$ cat config.mk
export PLATFORM = sky130hd
export DESIGN_NAME = sbcfp_front
export DESIGN_NICKNAME = d
export VERILOG_FILES = /design/src/hdl/sbcfp_pkg.sv /design/src/hdl/sbcfp_front.sv
export SDC_FILE = /design/constraint.sdc
export NUM_CORES = 1
export LEC_CHECK = 0
export ABC_CLOCK_PERIOD_IN_PS = 7000
export BUFFER_PORTS_ARGS = -buffer_cell sky130_fd_sc_hd__buf_4
export CORE_MARGIN = 3
export CORE_UTILIZATION = 50
export CTS_CLUSTER_DIAMETER = 50
export DETAILED_ROUTE_END_ITERATION = 8
export PLACE_DENSITY_LB_ADDON = 0.2
export SLEW_MARGIN = 10
export SYNTH_ARGS = -nofsm -noshare
export SYNTH_HDL_FRONTEND = slang
export SYNTH_SLANG_ARGS = --single-unit
export TNS_END_PERCENT = 30
$ cat constraint.sdc
create_clock -name clock -period 7 [get_ports clock]
set_clock_uncertainty 0.1 [all_clocks]
set_input_delay 1.05 -clock clock [delete_from_list [all_inputs] [get_ports clock]]
set_output_delay 1.05 -clock clock [all_outputs]
set_load 0.005 [all_outputs]
$ cat src/hdl/sbcfp_pkg.sv
// Shared types and constants for the sprite blitter.
// No dependencies; imported by every other file of the block.
`timescale 1ns / 1ps

package sbcfp_pkg;

   localparam int PALETTE_ENTRIES = 256;
   localparam int MAX_SPRITE_DIM  = 1024;
   localparam int MAX_SCREEN_DIM  = 512;

   localparam int IDX_W   = 8;                          // color index
   localparam int RGB_W   = 24;
   localparam int PAL_AW  = $clog2(PALETTE_ENTRIES);
   localparam int DIM_W   = $clog2(MAX_SPRITE_DIM);     // sprite width/height
   localparam int SCR_W   = $clog2(MAX_SCREEN_DIM);     // clip coordinates
   localparam int SH_W    = SCR_W + 1;                  // screen_height
   localparam int ADDR_W  = 2 * SCR_W;                  // framebuffer address
   localparam int PROD_W  = SCR_W + SH_W;
   localparam int POS_W   = 16;
   localparam int ORG_W   = POS_W + 2;                  // anchored corner
   localparam int CRD_W   = ORG_W + 1;                  // pixel coordinate math

   localparam logic [IDX_W-1:0] RECOLOR_LO = 8'h70;
   localparam logic [IDX_W-1:0] RECOLOR_HI = 8'h7F;
   localparam int               PAL_SCALE_SHIFT = 2;   // times four

   localparam int QDEPTH = 4;
   localparam int QPTR_W = $clog2(QDEPTH);
   localparam int QCNT_W = QPTR_W + 1;

   // register indexes of the configuration port
   localparam int CSR_IDX_W = 3;
   localparam logic [CSR_IDX_W-1:0] CSR_CLIP_LEFT     = 3'd0;
   localparam logic [CSR_IDX_W-1:0] CSR_CLIP_RIGHT    = 3'd1;
   localparam logic [CSR_IDX_W-1:0] CSR_CLIP_TOP      = 3'd2;
   localparam logic [CSR_IDX_W-1:0] CSR_CLIP_BOTTOM   = 3'd3;
   localparam logic [CSR_IDX_W-1:0] CSR_OFFSET_X      = 3'd4;
   localparam logic [CSR_IDX_W-1:0] CSR_OFFSET_Y      = 3'd5;
   localparam logic [CSR_IDX_W-1:0] CSR_SCREEN_HEIGHT = 3'd6;
   localparam int CSR_DATA_W = 16;

   typedef enum logic [1:0] {
      KIND_PALETTE = 2'd0,
      KIND_BEGIN   = 2'd1,
      KIND_PIXEL   = 2'd2
   } kind_type;

   typedef enum logic {
      OP_PAL_WRITE = 1'b0,
      OP_PIX_WRITE = 1'b1
   } op_type;

   typedef struct packed {
      logic [SCR_W-1:0]        clip_left;
      logic [SCR_W-1:0]        clip_right;
      logic [SCR_W-1:0]        clip_top;
      logic [SCR_W-1:0]        clip_bottom;
      logic signed [POS_W-1:0] offset_x;
      logic signed [POS_W-1:0] offset_y;
      logic [SH_W-1:0]         screen_height;
   } cfg_type;

   // one queued job for the back end
   typedef struct packed {
      op_type            op;
      logic [IDX_W-1:0]  idx;     // palette entry or final pixel index
      logic [RGB_W-1:0]  rgb;     // scaled color (palette write only)
      logic [SCR_W-1:0]  col;     // screen column (pixel write only)
      logic [SH_W-1:0]   row;     // mirrored row (pixel write only)
   } qentry_type;

endpackage

$ cat src/hdl/sbcfp_front.sv
// Front end: accepts items, keeps sprite state and pixel counters, clips.
// Depends on sbcfp_pkg; feeds sbcfp_queue.
`timescale 1ns / 1ps

module sbcfp_front (
   input  logic                              clock,
   input  logic                              reset,
   input  sbcfp_pkg::cfg_type                cfg,
   input  logic                              req_valid,
   output logic                              req_ready,
   input  logic [1:0]                        req_kind,
   input  logic signed [sbcfp_pkg::POS_W-1:0] req_pos_x,
   input  logic signed [sbcfp_pkg::POS_W-1:0] req_pos_y,
   input  logic [sbcfp_pkg::DIM_W-1:0]       req_width,
   input  logic [sbcfp_pkg::DIM_W-1:0]       req_height,
   input  logic signed [sbcfp_pkg::POS_W-1:0] req_anchor_x,
   input  logic signed [sbcfp_pkg::POS_W-1:0] req_anchor_y,
   input  logic [1:0]                        req_flip,
   input  logic [sbcfp_pkg::IDX_W-1:0]       req_recolor_base,
   input  logic [sbcfp_pkg::IDX_W-1:0]       req_color_index,
   input  logic [sbcfp_pkg::RGB_W-1:0]       req_palette_rgb,
   input  logic                              q_full,
   output logic                              q_push,
   output sbcfp_pkg::qentry_type             q_data
);
   import sbcfp_pkg::*;

   logic signed [ORG_W-1:0] origin_x_ff, origin_x_in;
   logic signed [ORG_W-1:0] origin_y_ff, origin_y_in;
   logic [DIM_W-1:0]        width_ff, width_in;
   logic [DIM_W-1:0]        height_ff, height_in;
   logic [1:0]              flip_ff, flip_in;
   logic [IDX_W-1:0]        recolor_ff, recolor_in;
   logic [DIM_W-1:0]        col_ff, col_in;
   logic [DIM_W-1:0]        row_ff, row_in;
   logic                    vis_ff, vis_in;

   logic                    accept;
   kind_type                kind;
   logic signed [CRD_W-1:0] xs, ys, xa, ya, xw, yh, w_s, h_s;
   logic signed [CRD_W-1:0] left_s, right_s, top_s, bottom_s, sh_s;
   logic                    begin_vis;
   logic [DIM_W:0]          col_next, row_next;
   logic [DIM_W-1:0]        rx, ry;
   logic signed [CRD_W-1:0] px, py;
   logic                    clip_in;
   logic [IDX_W-1:0]        t_final;
   logic                    recolor_hit;
   logic [SH_W-1:0]         mirror_row;

   assign req_ready = !q_full;
   assign accept    = req_valid && req_ready;
   assign kind      = kind_type'(req_kind);

   assign left_s   = $signed({{(CRD_W-SCR_W){1'b0}}, cfg.clip_left});
   assign right_s  = $signed({{(CRD_W-SCR_W){1'b0}}, cfg.clip_right});
   assign top_s    = $signed({{(CRD_W-SCR_W){1'b0}}, cfg.clip_top});
   assign bottom_s = $signed({{(CRD_W-SCR_W){1'b0}}, cfg.clip_bottom});
   assign sh_s     = $signed({{(CRD_W-SH_W){1'b0}}, cfg.screen_height});

   // sprite begin: anchored top-left corner and whole-sprite window test
   always_comb begin
      w_s = $signed({{(CRD_W-DIM_W){1'b0}}, req_width});
      h_s = $signed({{(CRD_W-DIM_W){1'b0}}, req_height});
      xs  = CRD_W'(req_pos_x) + CRD_W'(cfg.offset_x);
      ys  = CRD_W'(req_pos_y) + CRD_W'(cfg.offset_y);
      xa  = req_flip[0] ? (xs - w_s + CRD_W'(req_anchor_x)) : (xs - CRD_W'(req_anchor_x));
      ya  = req_flip[1] ? (ys - h_s + CRD_W'(req_anchor_y)) : (ys - CRD_W'(req_anchor_y));
      xw  = xa + w_s;
      yh  = ya + h_s;
      begin_vis = (req_width != '0) && (req_height != '0) &&
                  (xw >= left_s) && (xa <= right_s) &&
                  (yh >= top_s) && (ya <= bottom_s);
   end

   // pixel: mirrored position, recolor, per-pixel clip
   always_comb begin
      col_next = {1'b0, col_ff} + 1'b1;
      row_next = {1'b0, row_ff} + 1'b1;
      rx = flip_ff[0] ? (width_ff - DIM_W'(1) - col_ff) : col_ff;
      ry = flip_ff[1] ? (height_ff - DIM_W'(1) - row_ff) : row_ff;
      px = CRD_W'(origin_x_ff) + $signed({{(CRD_W-DIM_W){1'b0}}, rx});
      py = CRD_W'(origin_y_ff) + $signed({{(CRD_W-DIM_W){1'b0}}, ry});
      clip_in = (px >= left_s) && (px <= right_s) &&
                (py >= top_s) && (py <= bottom_s) && (py < sh_s);
      recolor_hit = (recolor_ff != '0) && (req_color_index >= RECOLOR_LO) &&
                    (req_color_index <= RECOLOR_HI);
      t_final = recolor_hit ? (recolor_ff + (req_color_index - RECOLOR_LO))
                            : req_color_index;
      mirror_row = cfg.screen_height - SH_W'(1) - py[SH_W-1:0];
   end

   always_comb begin
      origin_x_in = origin_x_ff;
      origin_y_in = origin_y_ff;
      width_in    = width_ff;
      height_in   = height_ff;
      flip_in     = flip_ff;
      recolor_in  = recolor_ff;
      col_in      = col_ff;
      row_in      = row_ff;
      vis_in      = vis_ff;
      q_push      = 1'b0;
      q_data.op   = OP_PIX_WRITE;
      q_data.idx  = t_final;
      q_data.rgb  = {req_palette_rgb[23:16] << PAL_SCALE_SHIFT,
                     req_palette_rgb[15:8]  << PAL_SCALE_SHIFT,
                     req_palette_rgb[7:0]   << PAL_SCALE_SHIFT};
      q_data.col  = px[SCR_W-1:0];
      q_data.row  = mirror_row;
      if (accept) begin
         case (kind)
            KIND_PALETTE: begin
               q_push     = 1'b1;
               q_data.op  = OP_PAL_WRITE;
               q_data.idx = req_color_index;
            end
            KIND_BEGIN: begin
               origin_x_in = xa[ORG_W-1:0];
               origin_y_in = ya[ORG_W-1:0];
               width_in    = req_width;
               height_in   = req_height;
               flip_in     = req_flip;
               recolor_in  = req_recolor_base;
               col_in      = '0;
               row_in      = '0;
               vis_in      = begin_vis;
            end
            KIND_PIXEL: begin
               if (vis_ff) begin
                  if (col_next >= {1'b0, width_ff}) begin
                     col_in = '0;
                     row_in = row_next[DIM_W-1:0];
                     if (row_next >= {1'b0, height_ff}) begin
                        vis_in = 1'b0;
                     end
                  end else begin
                     col_in = col_next[DIM_W-1:0];
                  end
                  q_push = (req_color_index != '0) && clip_in;
               end
            end
            default: begin
            end
         endcase
      end
   end

   always_ff @(posedge clock) begin
      if (reset) begin
         origin_x_ff <= '0;
         origin_y_ff <= '0;
         width_ff    <= '0;
         height_ff   <= '0;
         flip_ff     <= '0;
         recolor_ff  <= '0;
         col_ff      <= '0;
         row_ff      <= '0;
         vis_ff      <= 1'b0;
      end else begin
         origin_x_ff <= origin_x_in;
         origin_y_ff <= origin_y_in;
         width_ff    <= width_in;
         height_ff   <= height_in;
         flip_ff     <= flip_in;
         recolor_ff  <= recolor_in;
         col_ff      <= col_in;
         row_ff      <= row_in;
         vis_ff      <= vis_in;
      end
   end

endmodule

==> results.md <==
- Status: finished, violations left
- Failing checks: setup timing
- Largest family of logic cells by synthesized area: adder cells
- Worst path required time: 5.85 ns
- Relative slew slack: 0.3547
- F_max: 0.1424 GHz
- I/O pins: 264
- Die Height: 184.6 um
- Slew Limit Fails: 0
- Tot Pwr: between 3 and 4 mW
- Dpl cells: 2737
- Wire per inst: 15.47 um
- R2r endpoint: col_ff[2]
- Final Hold Fails: 0
- Most frequent cells after synthesis: 304 x ha_1, 263 x inv_1, 217 x nand2_1
- R2R Setup Slk: 3.38 ns
- Largest net degree at the start of global routing: 88
- Post-detailed-route count of antenna-violating nets: 0
- FF-to-FF path depth: 12
- P_leak: 8.777 nW
- DIE AREA: 34060 um2
- Worst reg2reg startpoint: col_ff[1]
- Crit path launch type: register
- Top cell type's share of synthesized area: 0.2386
- Seq/Total Area, Yosys: 0.1093
- Antenna Cells: 0
- Total wire length: 42.79 mm
- Worst slew pin tran: 0.9679 ns
- Final nets: 2912
- Row count: 64
- Final Setup Violations: 1
- Syn Area/Cell: 7.367 um2
- GP Congestion: 0.9373
- Peak supply drop: ~0.00012 V
- Layout cells sized above 1: 0.1506
- Area of the mapped netlist: 15940 um2
- Synth async-reset ratio: 0
- Distinct cells, synth: slightly below 90
- Total global-route track usage: 0.2455
- Leading register cell type out of synthesis: dfxtp_1
- Worst-Skew Late Latency: between 0.3 and 0.4 ns
- Crit path max fanout: 3
- Setup WS post-layout: -0.02349 ns
- Critical Path End: q_push
- H-tree Lvls: 3
- Fin cells: approximately 2800
- Adder-cell share of the synthesized area: 0.2788
- Avg Vias per Cell: 5.612
- Crit path from: row_ff[0]
- CTS root buffer: clkbuf_16
- Vias in the first global route: 14810
- EDFF count, synth: 0
- Fin crit period: 7.023 ns
- Via count: between 15000 and 20000
- Initial Util: 0.5144
- Unrepaired setup endpoints after global routing: yes
- Core Util, Final: 0.5996
- Hold-fix buffers, CTS: 0
- Crit share post-route: 1.003
- Yosys warnings: 0
- Pwr dens: 213.6 nW/um2
- Reg clk slew, reported paths: 0.07 ns
- Mapped Cells: about 2200
- Top-count cell post-synth: ha_1
- Flops & latches, synth: a little under 90
- DRC violations left: 0
- TritonCTS Sinks: 87
- CTS Buffer Depth: 2
- IO Port Bufs: 215
- Area contributors post-synth: ha_1 24%, dfxtp_1 11%, a21oi_1 6.2%, inv_1 6.2%, xnor2_1 5.9%
- CTS tree: yes
- Critical setup path kind: reg -> out
- Critical Path End Type: output pin
- # Max-Cap Violations: 0
- DR pass1 iterations: 5
- Hpwl dp: about 35 mm
- Crit path DAT: 5.87 ns
- Total core area: slightly above 30000 um2
- Initial drt markers: 1001
- Global-route wire length before repair: 70.50 mm
- Hold Crit Class: reg -> reg
- Compound-Gate Fraction of Synth Area: 0.2424
- Area Overhead vs Synth: 16.55%
- Initial antenna violation count: 0
- Post-synthesis mux area share: 0.01593
- Overflow after GRT: 0
- DIE WIDTH: 184.6 um
- Post-synthesis simple-gate area fraction: 0.1872
- Cell taking the most area after synthesis: ha_1
- Post-Place Worst Slack: -0.01272 ns
- TritonCTS buffer count: 9
- Synth Area in XOR/XNOR: 0.08131
-- repair_timing --
action                                  in CTS  in global routing
setup buffers                                5                  9
gates resized for setup                      8                 53
endpoints found under the setup margin       1                  2
pin swaps                                    5                 25
-- how the worst min path moves through the flow --
stage          slack (ns)            from             end  cells after the start
2_1_floorplan        0.34    height_ff[9]    height_ff[9]                      2
3_3_place_gp         0.34     width_ff[9]     width_ff[9]                      2
3_5_place_dp         0.35  origin_x_ff[7]  origin_x_ff[7]                      2
4_1_cts              0.36  origin_x_ff[7]  origin_x_ff[7]                      2
5_1_grt              0.38  origin_y_ff[3]  origin_y_ff[3]                      2
6_report             0.36  origin_y_ff[3]  origin_y_ff[3]                      2
-- power by group --
group          switching, mW  internal (mW)
combinational           1.62           1.30
clock                  0.208          0.321
sequential            0.0119          0.507
-- kinds of logic after synthesis --
logic type,after synthesis
buf+inv,333
other cells,1
fa+ha+maj,336
mux,23
flops,87
simple gates,640
xor+xnor,148
compound gates,596
-- worst max-delay path, stage by stage, from the launching register on --
cell and delay [ns]:
dfxtp_4 0.36, inv_4 0.06, ha_4 0.12, inv_2 0.04, fa_2 0.40, inv_2 0.06
a21oi_2 0.05, o21bai_1 0.18, buf_4 0.16, xor2_2 0.15, nand2_1 0.06, o21ai_1 0.11
ha_1 0.27, a21boi_1 0.16, o41ai_2 0.34, buf_4 0.20, o21bai_4 0.08, a21oi_4 0.17
xnor2_2 0.15, ha_4 0.25, a211oi_2 0.23, o2111ai_1 0.15, or3_1 0.39, nor4_2 0.32
or4b_4 0.52, nor4_4 0.25, a22o_1 0.19, buf_6 0.10
-- metal layers --
metal,up-vias,routed length [um],global-route usage
met4,0,663,0.04929
met1,7196,20650,0.3476
li1,7950,-,-
met5,-,0,0
met2,335,19840,0.4125
met3,42,1628,0.01737
-- placed cells by master (no fill, tap or decap), types with 12 or more instances in the layout --
cell type	netlist	final
ha_1	304	297
inv_1	263	260
buf_4	24	254
nand2_1	217	216
a21oi_1	198	191
nor2_1	168	166
xnor2_1	107	105
o21ai_0	100	93
dfxtp_1	87	84
a21o_1	59	59
nand3_1	43	43
nor3_1	44	41
xor2_1	41	38
a211oi_1	35	33
nor2b_1	33	32
fa_1	32	31
nand2b_1	30	30
o21a_1	27	27
o21bai_1	24	23
nor4_1	21	19
o211ai_1	16	16
a31oi_1	15	15
mux2i_1	13	13
or3_1	13	13
and3_1	13	13
nand4_1	12	12
-- stage by stage --
stage,area [um2],hold WS (ns),setup TNS [ns]
floorplan,15960,0.3363,0
global placement,17910,0.3447,0
detailed placement,17910,0.3527,-0.01272
CTS,18310,0.3626,0
global route,18580,0.3839,-0.3157
finish,18580,0.3640,-0.02349
-- layout make-up --
class | count | area, um2
Clock buffer | 10 | 239.0
Clock inverter | 5 | 81.33
Fill cell | 2890 | 12410
Inverter | 264 | 993.5
Multi-Input combinational cell | 1749 | 13110
Sequential cell | 87 | 1748
Tap cell | 396 | 495.5
Timing Repair Buffer | 255 | 1918
-- sequential cells by signal, summed over array words and instances, names as in the netlist --
signal	cells
flip_ff	2
origin_y_ff	18
recolor_ff	8
col_ff	10
width_ff	10
origin_x_ff	18
height_ff	10
vis_ff	1
row_ff	10
Power figures use the tool's default switching activity.
