<file path="src/hdl/sbcfp_pkg.sv">
// Shared types and constants for the sprite blitter.
// No dependencies; imported by every other file of the block.
`timescale 1ns / 1ps

package sbcfp_pkg;

   localparam int PALETTE_ENTRIES = 256;
   localparam int MAX_SPRITE_DIM  = 1024;
   localparam int MAX_SCREEN_DIM  = 512;

   localparam int IDX_W   = 8;                          // color index
   localparam int RGB_W   = 24;
   localparam int PAL_AW  = $clog2(PALETTE_ENTRIES);
   localparam int DIM_W   = $clog2(MAX_SPRITE_DIM);     // sprite width/height
   localparam int SCR_W   = $clog2(MAX_SCREEN_DIM);     // clip coordinates
   localparam int SH_W    = SCR_W + 1;                  // screen_height
   localparam int ADDR_W  = 2 * SCR_W;                  // framebuffer address
   localparam int PROD_W  = SCR_W + SH_W;
   localparam int POS_W   = 16;
   localparam int ORG_W   = POS_W + 2;                  // anchored corner
   localparam int CRD_W   = ORG_W + 1;                  // pixel coordinate math

   localparam logic [IDX_W-1:0] RECOLOR_LO = 8'h70;
   localparam logic [IDX_W-1:0] RECOLOR_HI = 8'h7F;
   localparam int               PAL_SCALE_SHIFT = 2;   // times four

   localparam int QDEPTH = 4;
   localparam int QPTR_W = $clog2(QDEPTH);
   localparam int QCNT_W = QPTR_W + 1;

   // register indexes of the configuration port
   localparam int CSR_IDX_W = 3;
   localparam logic [CSR_IDX_W-1:0] CSR_CLIP_LEFT     = 3'd0;
   localparam logic [CSR_IDX_W-1:0] CSR_CLIP_RIGHT    = 3'd1;
   localparam logic [CSR_IDX_W-1:0] CSR_CLIP_TOP      = 3'd2;
   localparam logic [CSR_IDX_W-1:0] CSR_CLIP_BOTTOM   = 3'd3;
   localparam logic [CSR_IDX_W-1:0] CSR_OFFSET_X      = 3'd4;
   localparam logic [CSR_IDX_W-1:0] CSR_OFFSET_Y      = 3'd5;
   localparam logic [CSR_IDX_W-1:0] CSR_SCREEN_HEIGHT = 3'd6;
   localparam int CSR_DATA_W = 16;

   typedef enum logic [1:0] {
      KIND_PALETTE = 2'd0,
      KIND_BEGIN   = 2'd1,
      KIND_PIXEL   = 2'd2
   } kind_type;

   typedef enum logic {
      OP_PAL_WRITE = 1'b0,
      OP_PIX_WRITE = 1'b1
   } op_type;

   typedef struct packed {
      logic [SCR_W-1:0]        clip_left;
      logic [SCR_W-1:0]        clip_right;
      logic [SCR_W-1:0]        clip_top;
      logic [SCR_W-1:0]        clip_bottom;
      logic signed [POS_W-1:0] offset_x;
      logic signed [POS_W-1:0] offset_y;
      logic [SH_W-1:0]         screen_height;
   } cfg_type;

   // one queued job for the back end
   typedef struct packed {
      op_type            op;
      logic [IDX_W-1:0]  idx;     // palette entry or final pixel index
      logic [RGB_W-1:0]  rgb;     // scaled color (palette write only)
      logic [SCR_W-1:0]  col;     // screen column (pixel write only)
      logic [SH_W-1:0]   row;     // mirrored row (pixel write only)
   } qentry_type;

endpackage

</file>
<file path="src/hdl/sbcfp_queue.sv">
// Short job queue between front and back end.
// Depends on sbcfp_pkg (entry type and depth).
`timescale 1ns / 1ps

module sbcfp_queue (
   input  logic                  clock,
   input  logic                  reset,
   input  logic                  push,
   input  sbcfp_pkg::qentry_type push_data,
   input  logic                  pop,
   output sbcfp_pkg::qentry_type head_data,
   output logic                  empty,
   output logic                  full
);
   import sbcfp_pkg::*;

   qentry_type        slot_ff [QDEPTH];
   logic [QPTR_W-1:0] wr_ptr_ff, wr_ptr_in;
   logic [QPTR_W-1:0] rd_ptr_ff, rd_ptr_in;
   logic [QCNT_W-1:0] count_ff, count_in;

   assign empty     = (count_ff == '0);
   assign full      = (count_ff == QCNT_W'(QDEPTH));
   assign head_data = slot_ff[rd_ptr_ff];

   always_comb begin
      wr_ptr_in = push ? wr_ptr_ff + 1'b1 : wr_ptr_ff;
      rd_ptr_in = pop  ? rd_ptr_ff + 1'b1 : rd_ptr_ff;
      count_in  = count_ff;
      if (push && !pop) begin
         count_in = count_ff + 1'b1;
      end else if (pop && !push) begin
         count_in = count_ff - 1'b1;
      end
   end

   always_ff @(posedge clock) begin
      if (reset) begin
         wr_ptr_ff <= '0;
         rd_ptr_ff <= '0;
         count_ff  <= '0;
      end else begin
         wr_ptr_ff <= wr_ptr_in;
         rd_ptr_ff <= rd_ptr_in;
         count_ff  <= count_in;
      end
   end

   always_ff @(posedge clock) begin
      if (push) begin
         slot_ff[wr_ptr_ff] <= push_data;
      end
   end

   a_count_bound: assert property (@(posedge clock) disable iff (reset)
      count_ff <= QCNT_W'(QDEPTH))
      else $error("queue count beyond depth");

   a_no_overflow: assert property (@(posedge clock) disable iff (reset)
      !(push && full))
      else $error("push into full queue");

   a_no_underflow: assert property (@(posedge clock) disable iff (reset)
      !(pop && empty))
      else $error("pop from empty queue");

   a_count_up: assert property (@(posedge clock) disable iff (reset)
      (push && !pop) |=> (count_ff == $past(count_ff) + 1'b1))
      else $error("queue count did not advance on push");

endmodule

</file>
<file path="config.mk">
export PLATFORM = sky130hd
export DESIGN_NAME = sbcfp_queue
export DESIGN_NICKNAME = d
export VERILOG_FILES = /design/src/hdl/sbcfp_pkg.sv /design/src/hdl/sbcfp_queue.sv
export SDC_FILE = /design/constraint.sdc
export NUM_CORES = 1
export LEC_CHECK = 0
export ABC_AREA = 1
export BUFFER_PORTS_ARGS = -buffer_cell sky130_fd_sc_hd__buf_2
export CORE_AREA = 4 4 129 131
export CTS_CLUSTER_SIZE = 8
export DETAILED_ROUTE_END_ITERATION = 10
export DIE_AREA = 0 0 133 135
export GPL_ROUTABILITY_DRIVEN = 0
export HOLD_SLACK_MARGIN = 0.15
export PLACE_DENSITY_LB_ADDON = 0.08
export SLEW_MARGIN = 0
export SYNTH_ARGS = -nofsm -noshare
export SYNTH_HDL_FRONTEND = slang
export SYNTH_SLANG_ARGS = --single-unit
</file>
<file path="constraint.sdc">
create_clock -name clock -period 2.7 [get_ports clock]
set_clock_uncertainty 0.2 [all_clocks]
set_input_delay 0 -clock clock [delete_from_list [all_inputs] [get_ports clock]]
set_output_delay 0 -clock clock [all_outputs]
set_load 0.05 [all_outputs]
</file>
==> out/qor.yml, run 1 <==
timing:
  finalHoldViolations: 0
  slew_viol_final: 0
  fin_crit_sh: 0.929
  rsz0062_at_grt: "false"
  fin_crit_ps: 2510
  holdWs_ps: 204
  timing.slew.headroom: 0.612
  fmax_mhz: 399
  fin_ws_ps: 193
  worst_pin_slew_ps: 582
  setup_viol: 0
  fin_tns_setup_ps: 0
drt:
  wl_per_cell_um: 18.3
  routed_wl_um: 18700
  vias_per_cell: 5.33
  first_pass_iters: 5
  antenna_left: 0
  drc: 0
  num_vias: 5446
  drt-initial-drc-count: 283
placed_design:
  place_ws_ps: 672
  dp_hpwl_um: 9930
  port_buffers: 109
worst_setup_path:
  path_max_fanout: 46
  worstReg2RegEnd: "slot_ff[2][42]"
  reg2reg_slack_ps: 980
  cpPeakStageDelay_ps: 460
  worst_path_max_delay_cell: "dfxtp_4"
  worstSetupPathType: "reg2out"
  cp.arrival_ps: 2310
  worstPathCellList: "inv_8 -> buf_12 -> nor2_1 -> o22ai_1 -> buf_2"
  start_kind: "register"
  cp.required_ps: 2500
  r2r_start: "wr_ptr_ff[0]"
  endpoint_kind: "output pin"
  worst_r2r_path_depth: 5
job:
  max-cap-violations: 0
synthesis:
  syn_avg_cell_area_um2: 15.5
  synth_xor_area_frac: 0.00101
  synth.area.mux_share: 0
  syn_nets: 622
  yosys_warnings: 0
  syn_inst: 560
  synth_area_mm2: 0.00869
  synth_top_family_by_area: "compound AO/OA/AOI/OAI gates"
  synth_compound_area_frac: 0.129
  yosys.area_share.simple: 0.0867
  ys_seq_area_frac: 0.739
  synthAdderAreaFrac: 0.00950
  ys_ff_latch: 217
  synth.distinct_cells: 24
die:
  die_w_um: 133
  io_pins: 110
  design.die.area_mm2: 0.0180
  start_util: 0.557
  row_count: 46
  coreArea_mm2: 0.0156
  die_h_um: 135
power_and_ir_drop:
  swShare: 0.257
  power_density_mw_per_mm2: 745
  ir_drop_mv: 0.692
  power.net_switching_uw: 2170
  p_comb_frac: 0.147
  p_leak_uw: 0.00406
  p_seq_frac: 0.462
  internal_power_uw: 6290
  clockPowerShare: 0.391
cts:
  cts_buffers: 31
  cts_max_path_buffers: 3
  post-cts-setup-buffer-count: 0
  cts_tree: "yes"
  cts-htree-levels: 1
  clkTransAtPathRegs_ps: 50
  clock-sinks: 217
  insertion_delay_ps: 520
  cts-root-buf: "clkbuf_16"
global_route:
  grt_max_degree: 53
  use_met2: 0.384
  grt_pass1_wl_um: 29800
  grt-ovfl-total: 0
  antenna_found_initial: 1
  first_global_vias: 5821
  grt_util_met3: 0.0414
  grt.total_usage: 0.210
  grtUsageMet1: 0.256
  busiest_layer: "met2"
finish:
  drive_gt1_frac: 0.298
  most-common-layout-cells: "edfxtp_1, dlygate4sd3_1, buf_2, o21ai_0, nor2_1"
  fin_nets: 856
  final_common_cell: "edfxtp_1"
  area_delta_synth_final_pct: 30.7
worst_hold_path:
  hold_start: "push"
  worst_hold_path.endpoint: "wr_ptr_ff[1]"
  min_path_type: "in2reg"
  worstHoldPathCells: 4
outcome:
  status: "complete, no violations"
## Yosys cell counts
| master | number | area, µm² |
|---|---|---|
| nor3_1 | 2 | 10.0 |
| o22ai_1 | 15 | 93.8 |
| nor2_2 | 3 | 18.8 |
| clkbuf_1 | 14 | 52.6 |
| inv_2 | 2 | 7.51 |
| nand3_1 | 1 | 5.00 |
| buf_6 | 3 | 33.8 |
| buf_4 | 1 | 7.51 |
| o22ai_2 | 37 | 463 |
| dfxtp_1 | 9 | 180 |
| nor2_4 | 37 | 417 |
| ha_1 | 5 | 62.6 |
| fa_1 | 1 | 20.0 |
| o21ai_0 | 95 | 475 |
| edfxtp_1 | 208 | 6250 |
| nor2_1 | 70 | 263 |
| buf_12 | 5 | 100 |
| nand2_1 | 9 | 33.8 |
| xor2_1 | 1 | 8.76 |
| inv_1 | 15 | 56.3 |
| nand4_1 | 1 | 6.26 |
| a21oi_1 | 3 | 15.0 |
| buf_2 | 9 | 45.0 |
| o21ai_1 | 14 | 70.1 |
## logic make-up (layout without fill, tap and decap cells)
logic type | after synthesis | in the layout
AO/OA/AOI/OAI | 164 | 164
XOR/XNOR | 1 | 1
adder cells (fa/ha/maj) | 6 | 6
buffers and inverters | 49 | 294
flip-flops | 217 | 217
other | 0 | 1
AND/OR/NAND/NOR | 123 | 123
## worst max-delay path, delay by kind of cell, from the launching register on
kind,cells,cell delay [ps]
buffers and inverters,3,930
flip-flops,1,460
AO/OA/AOI/OAI,1,290
AND/OR/NAND/NOR,1,70
## through the flow
step,util,cells,power (µW),cell area (µm²)
after floorplan,-,560,4790,8690
after global placement,0.604,867,5060,9420
after detailed placement,0.604,867,5090,9420
after CTS,0.728,1021,8520,11400
after global routing,0.728,1022,8780,11400
final,0.728,1022,8460,11400
## state kept, by name, summed over array words and instances, names as in the netlist, named ones only
signal	count
count_ff	3
rd_ptr_ff	2
slot_ff	208
wr_ptr_ff	2
## worst max path at each step
stage / slack (ps) / start / cells past startpoint / endpoint
4_1_cts: 110 / register / 5 / head_data[20]
3_3_place_gp: 730 / register / 5 / head_data[27]
6_report: 190 / register / 5 / head_data[27]
3_5_place_dp: 670 / register / 5 / head_data[20]
5_1_grt: 60 / register / 5 / head_data[20]
2_1_floorplan: 490 / wr_ptr_ff[0] / 4 / slot_ff[2][0]
## power by group through the flow
stage	combinational (µW)	clock [µW]	sequential (µW)
3_5_place_dp	1120	0	3970
2_1_floorplan	837	0	3960
6_report	1240	3310	3910
5_1_grt	1320	3530	3920
4_1_cts	1250	3360	3910
3_3_place_gp	1100	0	3960
## metal layers
metal | share of wire | vias up
met3 | 0.060 | 27
met1 | 0.40 | 2681
met4 | 0.017 | 0
li1 | - | 2564
met2 | 0.53 | 174
met5 | 0 | -
## what timing repair did
item / 4_1_cts / 5_1_grt
endpoints found under the hold margin: 425 / 0
hold buffers: 110 / 0
gates resized for setup: 0 / 1
endpoints found under the setup margin: 0 / 1
## layout make-up
class | instances | area (µm²)
well taps | 216 | 270
multi-input cells | 294 | 1960
flip-flops and latches | 217 | 6430
repair buffers | 233 | 1790
inverters | 17 | 71.3
clock inverters | 1 | 8.76
diodes | 1 | 2.50
clock buffers | 43 | 821
fillers | 1005 | 4240
No activity file was read; power rests on OpenSTA's default activity.
==> run 2: changes to the inputs <==
Settings changed: MAX_ROUTING_LAYER set to met4.
==> out/qor.yml, run 2 (synthesized netlist as in run 1, its figures left out) <==
outcome:
  status: "complete, no violations"  # unchanged
global_route:
  antenna_found_initial: 1  # unchanged
  grt_pass1_wl_um: 29800  # about the same
  first_global_vias: 5814  # was 5,821
  grt_max_degree: 53  # unchanged
  grt-ovfl-total: 0  # unchanged
  grt.total_usage: 0.217  # was 0.210
worst_hold_path:
  min_path_type: "in2reg"  # unchanged
  worst_hold_path.endpoint: "wr_ptr_ff[1]"  # unchanged
  worstHoldPathCells: 4  # unchanged
  hold_start: "push"  # unchanged
die:
  die_w_um: 133  # unchanged
  design.die.area_mm2: 0.0180  # unchanged
  coreArea_mm2: 0.0156  # unchanged
  row_count: 46  # unchanged
  io_pins: 110  # unchanged
  die_h_um: 135  # unchanged
  start_util: 0.557  # unchanged
drt:
  routed_wl_um: 18800  # was 18,700 µm
  drt-initial-drc-count: 293  # was 283
  drc: 0  # unchanged
  first_pass_iters: 4  # was 5
  antenna_left: 0  # unchanged
  num_vias: 5474  # was 5,446
  vias_per_cell: 5.36  # was 5.33
  wl_per_cell_um: 18.4  # was 18.3 µm
timing:
  timing.slew.headroom: 0.607  # was 0.612
  finalHoldViolations: 0  # unchanged
  fin_ws_ps: 184  # was 193 ps
  fmax_mhz: 398  # was 399 MHz
  worst_pin_slew_ps: 589  # was 582 ps
  setup_viol: 0  # unchanged
  fin_crit_ps: 2520  # was 2510 ps
  rsz0062_at_grt: "false"  # unchanged
  fin_crit_sh: 0.932  # was 0.929
  fin_tns_setup_ps: 0  # unchanged
  slew_viol_final: 0  # unchanged
worst_setup_path:
  start_kind: "register"  # unchanged
  worstReg2RegEnd: "slot_ff[2][42]"  # unchanged
  path_max_fanout: 46  # unchanged
  cp.required_ps: 2500  # about the same
  worstSetupPathType: "reg2out"  # unchanged
  r2r_start: "wr_ptr_ff[0]"  # unchanged
  worst_r2r_path_depth: 5  # unchanged
  reg2reg_slack_ps: 980  # about the same
  endpoint_kind: "output pin"  # unchanged
  cp.arrival_ps: 2320  # was 2310 ps
placed_design:
  port_buffers: 109  # unchanged
  dp_hpwl_um: 9930  # unchanged
  place_ws_ps: 672  # unchanged
cts:
  cts-htree-levels: 1  # unchanged
  cts_tree: "yes"  # unchanged
  cts_max_path_buffers: 3  # unchanged
  post-cts-setup-buffer-count: 0  # unchanged
  clkTransAtPathRegs_ps: 50  # about the same
  cts_buffers: 31  # unchanged
  cts-root-buf: "clkbuf_16"  # unchanged
  insertion_delay_ps: 520  # about the same
  clock-sinks: 217  # unchanged
power_and_ir_drop:
  p_seq_frac: 0.462  # about the same
  clockPowerShare: 0.391  # about the same
  internal_power_uw: 6290  # about the same
  swShare: 0.257  # about the same
  power_density_mw_per_mm2: 745  # about the same
  p_leak_uw: 0.00406  # unchanged
  power.net_switching_uw: 2180  # was 2170 µW
  ir_drop_mv: 0.689  # was 0.692 mV
  p_comb_frac: 0.147  # about the same
finish:
  area_delta_synth_final_pct: 30.7  # unchanged
  multi_input_area_mm2: 0.00196  # unchanged
  fillCellCount: 1005  # unchanged
  final_util: 0.728  # unchanged
  regMostFlops: "slot_ff"  # unchanged
  drive_gt1_frac: 0.298  # unchanged
  most-common-layout-cells: "edfxtp_1, dlygate4sd3_1, buf_2, o21ai_0, nor2_1"  # unchanged
  final_common_cell: "edfxtp_1"  # unchanged
  largest_reg_flops: 208  # unchanged
  fin_nets: 856  # unchanged
  largestRegisters: "slot_ff (208), count_ff (3)"  # unchanged
  regArea_mm2: 0.00643  # unchanged
job:
  max-cap-violations: 0  # unchanged
==> run 2: cell counts in the layout (fill, tap and decap cells not counted) <==
Identical to the previous run, type by type.
==> run 2: worst max-delay path by stage <==
stage / start / to / cells past startpoint
final: register / head_data[27] / 5
after global routing: register / head_data[20] / 5
after CTS: register / head_data[20] / 5
after detailed placement: register / head_data[20] / 5
after global placement: register / head_data[27] / 5
after floorplan: wr_ptr_ff[0] / slot_ff[2][0] / 4
==> run 2: what timing repair did <==
action	4_1_cts	5_1_grt
setup endpoints to repair	0	1
gates resized for setup	0	1
endpoints found under the hold margin	425	0
hold buffers	110	0
==> run 2: routing by layer <==
layer / GRT usage / part of all wire / vias to the layer above
met5: - / 0 / -
met4: 0.0566 / 0.017 / 0
met3: 0.0384 / 0.054 / 30
met2: 0.384 / 0.52 / 166
met1: 0.258 / 0.41 / 2714
li1: - / - / 2564
==> run 2: critical path, cell delays in order, from the launching register on <==
cell     delay [ps]
dfxtp_4         460
inv_8           270
buf_12          330
nor2_1           70
o22ai_1         300
buf_2           330
==> run 2: cell type report <==
class | count | area share
Clock inverter | 1 | 0.000771
Antenna cell | 1 | 0.000220
Tap cell | 216 | 0.0238
Timing Repair Buffer | 233 | 0.158
Inverter | 17 | 0.00628
Multi-Input combinational cell | 294 | 0.173
Clock buffer | 43 | 0.0723
Sequential cell | 217 | 0.566
==> run 2: power groups by stage <==
stage          registers, µW  logic [µW]  clock network, µW
6_report                3910        1240               3310
5_1_grt                 3920        1320               3530
4_1_cts                 3910        1250               3360
3_5_place_dp            3970        1120                  0
3_3_place_gp            3960        1100                  0
2_1_floorplan           3960         837                  0
==> run 2: per-stage QoR <==
step	power (µW)	std cells	cell area [µm²]	hold WS [ps]
6_report	8460	1022	11400	205
5_1_grt	8780	1022	11400	230
4_1_cts	8520	1021	11400	173
3_5_place_dp	5090	867	9420	-19.0
3_3_place_gp	5060	867	9420	-26.0
2_1_floorplan	4790	560	8690	-128
